--- config.mk ---
export PLATFORM = sky130hd
export DESIGN_NAME = bdb_arith
export DESIGN_NICKNAME = d
export VERILOG_FILES = /design/src/design/bdb_pkg.sv /design/src/design/bdb_arith.sv
export SDC_FILE = /design/constraint.sdc
export NUM_CORES = 1
export LEC_CHECK = 0
export BUFFER_PORTS_ARGS = -buffer_cell sky130_fd_sc_hd__buf_2
export CORE_MARGIN = 2
export CORE_UTILIZATION = 40
export CTS_BUF_LIST = sky130_fd_sc_hd__clkbuf_4 sky130_fd_sc_hd__clkbuf_8 sky130_fd_sc_hd__clkbuf_16
export DETAILED_ROUTE_END_ITERATION = 16
export GPL_ROUTABILITY_DRIVEN = 1
export HOLD_SLACK_MARGIN = 0.1
export MAX_ROUTING_LAYER = met4
export PLACE_DENSITY = 0.58
export SKIP_LAST_GASP = 1
export SYNTH_ARGS = -nofsm -noshare
export SYNTH_HDL_FRONTEND = slang
export SYNTH_SLANG_ARGS = --single-unit
--- constraint.sdc ---
create_clock -name i_clk -period 13.2 [get_ports i_clk]
set_input_delay 1.32 -clock i_clk [delete_from_list [all_inputs] [get_ports i_clk]]
set_output_delay 1.32 -clock i_clk [all_outputs]
set_load 0.01 [all_outputs]
--- src/design/bdb_pkg.sv ---
`timescale 1ns / 1ps
// Shared types and constants of the de Boor B-spline evaluator.
// No dependencies; every design file imports this package.
package bdb_pkg;

    localparam int DEF_MAX_KNOTS = 64;
    localparam int DEF_MAX_ORDER = 8;
    localparam int DEF_FRAC_BITS = 16;

    localparam int CMD_W      = 2;
    localparam int SLOT_W     = 6;
    localparam int DATA_W     = 32;
    localparam int ORDER_W    = 4;
    localparam int COUNT_W    = 7;
    localparam int STATUS_W   = 2;
    localparam int CFG_IDX_W  = 1;
    localparam int CFG_DATA_W = 7;
    localparam int J_W        = 8;

    typedef enum logic [CMD_W-1:0] {
        CMD_LOAD_KNOT  = 2'd0,
        CMD_LOAD_COEFF = 2'd1,
        CMD_EVAL       = 2'd2
    } t_cmd;

    typedef enum logic [STATUS_W-1:0] {
        ST_OK       = 2'd0,
        ST_OUTSIDE  = 2'd1,
        ST_DIV_ZERO = 2'd2
    } t_status;

    typedef enum logic [CFG_IDX_W-1:0] {
        CFG_ORDER = 1'b0,
        CFG_COUNT = 1'b1
    } t_cfg_idx;

    typedef enum logic [3:0] {
        S_CLR, S_IDLE, S_SRCH1, S_SRCH2, S_FILL, S_T0, S_T1, S_T2, S_TS, S_TW,
        S_FIN, S_CAP, S_OUT
    } t_state;

    typedef enum logic [1:0] {
        A_IDLE, A_MUL, A_DIV, A_DONE
    } t_arith_state;

    typedef struct packed {
        logic                     knot_we;
        logic                     coeff_we;
        logic [SLOT_W-1:0]        slot;
        logic signed [DATA_W-1:0] data;
    } t_tbl_wr;

endpackage

--- src/design/bdb_arith.sv ---
`timescale 1ns / 1ps
// Shared de Boor step unit: bit-serial multiply-accumulate, then restoring
// divide with saturation. Depends on bdb_pkg.
module bdb_arith #(
    parameter int KW = 40
) (
    input  logic                              i_clk,
    input  logic                              i_rst_n,
    input  logic                              i_start,
    input  logic signed [bdb_pkg::DATA_W-1:0] i_x,
    input  logic signed [KW-1:0]              i_tj,
    input  logic signed [KW-1:0]              i_tr,
    input  logic signed [bdb_pkg::DATA_W-1:0] i_da,
    input  logic signed [bdb_pkg::DATA_W-1:0] i_db,
    output logic                              o_done,
    output logic signed [bdb_pkg::DATA_W-1:0] o_result
);
    import bdb_pkg::*;

    localparam int PW = KW + DATA_W + 2;
    localparam int RW = KW + 1;
    localparam int CW = $clog2(PW);

    t_arith_state             r_state;
    logic signed [PW-1:0]     r_a;
    logic signed [PW-1:0]     r_a2;
    logic [DATA_W-1:0]        r_m;
    logic [DATA_W-1:0]        r_db;
    logic [4:0]               r_bit;
    logic                     r_ph;
    logic signed [PW-1:0]     r_acc;
    logic [PW-1:0]            r_num;
    logic [RW-1:0]            r_d;
    logic                     r_dneg;
    logic [RW-1:0]            r_rem;
    logic [DATA_W:0]          r_q;
    logic                     r_ovf;
    logic                     r_neg;
    logic [CW-1:0]            r_cnt;

    logic signed [RW-1:0]     den;
    logic signed [PW-1:0]     addend;
    logic signed [PW-1:0]     acc_nx;
    logic [RW-1:0]            rem2;
    logic                     ge;

    assign den    = RW'(i_tr) - RW'(i_tj);
    assign addend = r_m[0] ? ((r_bit == 5'd31) ? -r_a : r_a) : '0;
    assign acc_nx = r_acc + addend;
    assign rem2   = {r_rem[RW-2:0], r_num[PW-1]};
    assign ge     = rem2 >= r_d;

    always_ff @(posedge i_clk) begin
        if (!i_rst_n) begin
            r_state <= A_IDLE;
        end else begin
            case (r_state)
                A_IDLE: begin
                    if (i_start) begin
                        r_state <= A_MUL;
                    end
                end
                A_MUL: begin
                    if (r_bit == 5'd31 && r_ph) begin
                        r_state <= A_DIV;
                    end
                end
                A_DIV: begin
                    if (r_cnt == CW'(PW - 1)) begin
                        r_state <= A_DONE;
                    end
                end
                A_DONE:  r_state <= A_IDLE;
                default: r_state <= A_IDLE;
            endcase
        end
    end

    always_ff @(posedge i_clk) begin
        case (r_state)
            A_IDLE: begin
                r_a    <= PW'(i_x) - PW'(i_tj);
                r_a2   <= PW'(i_tr) - PW'(i_x);
                r_m    <= i_da;
                r_db   <= i_db;
                r_bit  <= '0;
                r_ph   <= 1'b0;
                r_acc  <= '0;
                r_dneg <= den[RW-1];
                r_d    <= den[RW-1] ? RW'(-den) : RW'(den);
            end
            A_MUL: begin
                r_acc <= acc_nx;
                if (r_bit == 5'd31) begin
                    r_bit <= '0;
                    r_ph  <= 1'b1;
                    r_a   <= r_a2;
                    r_m   <= r_db;
                    r_neg <= acc_nx[PW-1] ^ r_dneg;
                    r_num <= acc_nx[PW-1] ? PW'(-acc_nx) : PW'(acc_nx);
                    r_rem <= '0;
                    r_q   <= '0;
                    r_ovf <= 1'b0;
                    r_cnt <= '0;
                end else begin
                    r_bit <= r_bit + 1'b1;
                    r_a   <= r_a <<< 1;
                    r_m   <= r_m >> 1;
                end
            end
            A_DIV: begin
                r_num <= r_num << 1;
                r_rem <= ge ? rem2 - r_d : rem2;
                r_q   <= {r_q[DATA_W-1:0], ge};
                r_ovf <= r_ovf | r_q[DATA_W];
                r_cnt <= r_cnt + 1'b1;
            end
            default: begin
            end
        endcase
    end

    always_comb begin
        if (r_neg) begin
            if (r_ovf || r_q > {2'b01, {(DATA_W-1){1'b0}}}) begin
                o_result = {1'b1, {(DATA_W-1){1'b0}}};
            end else begin
                o_result = -r_q[DATA_W-1:0];
            end
        end else begin
            if (r_ovf || r_q[DATA_W] || r_q[DATA_W-1]) begin
                o_result = {1'b0, {(DATA_W-1){1'b1}}};
            end else begin
                o_result = r_q[DATA_W-1:0];
            end
        end
    end

    assign o_done = (r_state == A_DONE);

endmodule

==> impl_metrics.env <==
export IMPL_status="completed"
export IMPL_drv_cap=0
export IMPL_synthFlopType="edfxtp_1"
export IMPL_crit_required_ps=13600
export IMPL_wl_per_cell_um=20.3
export IMPL_clk_pin_slew_ps=60
export IMPL_drt_initial_drc_count=2786
export IMPL_pre_cts_ws_ps=5140
export IMPL_layout_cells_non_filler=5638
export IMPL_fin_util_pct=44.7
export IMPL_grt_antenna_before_repair=3
export IMPL_viasPerCell=5.80
export IMPL_place_congestion=0.963
export IMPL_mostFrequentLayoutCells="edfxtp_1, a21oi_1, nor2_1"
export IMPL_num_nets_final=4752
export IMPL_worstSkewPairLatency_ps=660
export IMPL_cts_resized=0
export IMPL_layout_commonest_cell="edfxtp_1"
export IMPL_drive_gt1_share_pct=11.4
export IMPL_nFillCells=9268
export IMPL_synth_top_area_share_pct=36.1
export IMPL_gr_usage_all_layers_pct=23.4
export IMPL_start_util_pct=40.2
export IMPL_tns_ps=0
export IMPL_core_um2=94600
export IMPL_power_mw=11.0
export IMPL_hold_slack_ps=525
export IMPL_first_global_vias=30682
export IMPL_chipHeight_um=312
export IMPL_cp_start_kind="flop"
export IMPL_placedCellCount=5528
export IMPL_hold_viol=0
export IMPL_async_reset_ff_share_pct=0
export IMPL_min_period_ps=8360
export IMPL_clockBufferDepth=3
export IMPL_post_cts_setup_buffer_count=0
export IMPL_cts_root_buf="clkbuf_16"
export IMPL_dieArea_um2=97400
export IMPL_cp_slowest_stage_delay_ps=860
export IMPL_grt_setup_unrepaired="no"
export IMPL_drtAntennaViolNets=0
export IMPL_irDropWorstVdd_mv=0.124
export IMPL_avgSynthCellArea_um2=9.07
export IMPL_yosysTopAreaCell="edfxtp_1"
export IMPL_seq_area_frac_synth_pct=36.2
export IMPL_path_cells="nor4_1 > nand3_1 > or2_2 > or3_2 > o21ai_0 > xnor2_1 > and2_1 > ha_1 > nand2_1 > nor4_1 > a22oi_1 > and2_1 > a2111oi_0 > o21a_1 > o221ai_1 > nor4b_2 > nand4_1 > o41ai_1 > xor2_1 > mux2_2"
export IMPL_dr_pass1_iters=6
export IMPL_netlist_instances=4187
export IMPL_portBuffers=211
export IMPL_syn_num_nets=4617
export IMPL_numCtsBuffers=57
export IMPL_timing_final_crit_share_pct=63.4
export IMPL_timing_slew_headroom_pct=24.5
export IMPL_worstHoldPathType="flop to flop"
export IMPL_skew_ps=35.2
export IMPL_die_w_um=312
export IMPL_drc=0
export IMPL_worstMarginPinSlew_ps=1120
export IMPL_path_max_fanout=14
export IMPL_num_vias=32691
export IMPL_ys_ff_latch=459
export IMPL_cpMaxStageDelayCell="a2111oi_0"
export IMPL_grt_pass1_wl_um=178000
export IMPL_critPathCaptureType="flop"
export IMPL_postCtsHoldBufs=0
export IMPL_boundaryPins=212
export IMPL_gr_total_overflow=0
export IMPL_syn2layout_area_growth_pct=11.3
export IMPL_pwr_density_cell_nw_per_um2=259
export IMPL_cts_tree="done"
export IMPL_max_freq_mhz=120
export IMPL_ys_types=98
export IMPL_p_leak_nw=16.8
export IMPL_slew_violations=0
export IMPL_cts_sinks=459
export IMPL_synth_edf_count=457
export IMPL_row_count=113
export IMPL_synthTopCellsByArea="edfxtp_1, ha_1, xnor2_1"
export IMPL_fin_ws_ps=4840
export IMPL_post_dp_cell_area_um2=40300
export IMPL_arrival_ps=8760
export IMPL_place_hpwl_um=86200
export IMPL_setup_viol=0
export IMPL_wl_um=115000
export IMPL_ys_warnings_count=0
export IMPL_grt_max_degree=96
export IMPL_final_area_um2=42300
export IMPL_h_tree_depth=2
export IMPL_worstSetupPathType="flop to flop"
export IMPL_netlist_area_um2=38000
## worst paths after layout
path	startpoint	end	slack, ps	cells past startpoint
worst max-delay path	r_a[4]	r_num[67]	4840	20
worst min-delay path	r_num[64]	r_num[65]	520	2
worst max register to register	r_a[4]	r_num[67]	4840	20
worst min register to register	r_num[64]	r_num[65]	520	2
## critical path: cells and delay by family (launching register included)
kind                       cells  cell delay (ps)
xor gates and xnor gates       2              200
adders and majority gates      1              530
AOI/OAI and AO/OA              6             2240
DFF                            1              450
and+or+nand+nor               10             4390
muxes                          1              280
## flip-flops by register name (all words and copies together) (netlist names), 2 cells and up
name	flops
r_a	74
r_acc	74
r_num	74
r_a2	41
r_d	41
r_rem	40
r_q	33
r_db	32
r_m	32
r_cnt	7
r_bit	5
r_state	2
## cells by family (layout without fill, tap and decap cells)
kind of cell	after synthesis	count (layout)	share of synthesized area (%)
compound gates	1203	1203	20.5
xor+xnor	336	336	7.75
fa+ha+maj	251	251	8.37
buf+inv	392	576	3.94
flops	459	459	36.2
mux	156	156	4.33
other cells	0	2	0
simple gates	1390	1390	18.9
## area by class of cell
type,instances,area (um^2),share of cell area [%]
Antenna cell,2,5.00,0.0118
Clock buffer,70,1530,3.62
Clock inverter,38,423,1.00
Inverter,226,851,2.01
Multi-Input combinational cell,3336,22800,54.0
Sequential cell,459,13800,32.6
Tap cell,1265,1580,3.74
Timing Repair Buffer,242,1290,3.05
## per-layer routing
| layer | wire (um) | GRT usage, % |
|---|---|---|
| met1 | 54700 | 33.1 |
| met2 | 51300 | 36.0 |
| met3 | 6150 | 2.36 |
| met4 | 2490 | 5.32 |
| met5 | 0 | - |
## cell usage after synthesis, types with 13 or more instances
library cell  number
ha_1             246
a211oi_1          29
o21bai_1          33
xor2_1           109
o211ai_1          38
a31oi_1           39
a21o_1           121
o21a_1            46
nor3_1            93
nor4_1            35
o31ai_1           55
nor2b_1           75
and3_1            50
nand2_1          279
inv_1            226
edfxtp_1         457
o311ai_0          28
a211o_1           13
or2_2             34
a221oi_1          13
or3_1             65
nor2_1           318
o21ai_0          281
o41ai_1           21
a21boi_0          20
mux2i_1           89
or4_1             19
and2_1           150
a2111oi_0         14
xnor2_1          227
nand3_1          125
buf_1             13
nand4_1           48
a21oi_1          324
clkbuf_1         140
nand2b_1          29
mux2_2            67
## where the power goes
part,switching [mW],total [mW],internal (mW)
sequential,0.358,3.03,2.67
clock,0.680,1.63,0.949
combinational,3.84,6.31,2.47
No activity file was read; power rests on OpenSTA's default activity.
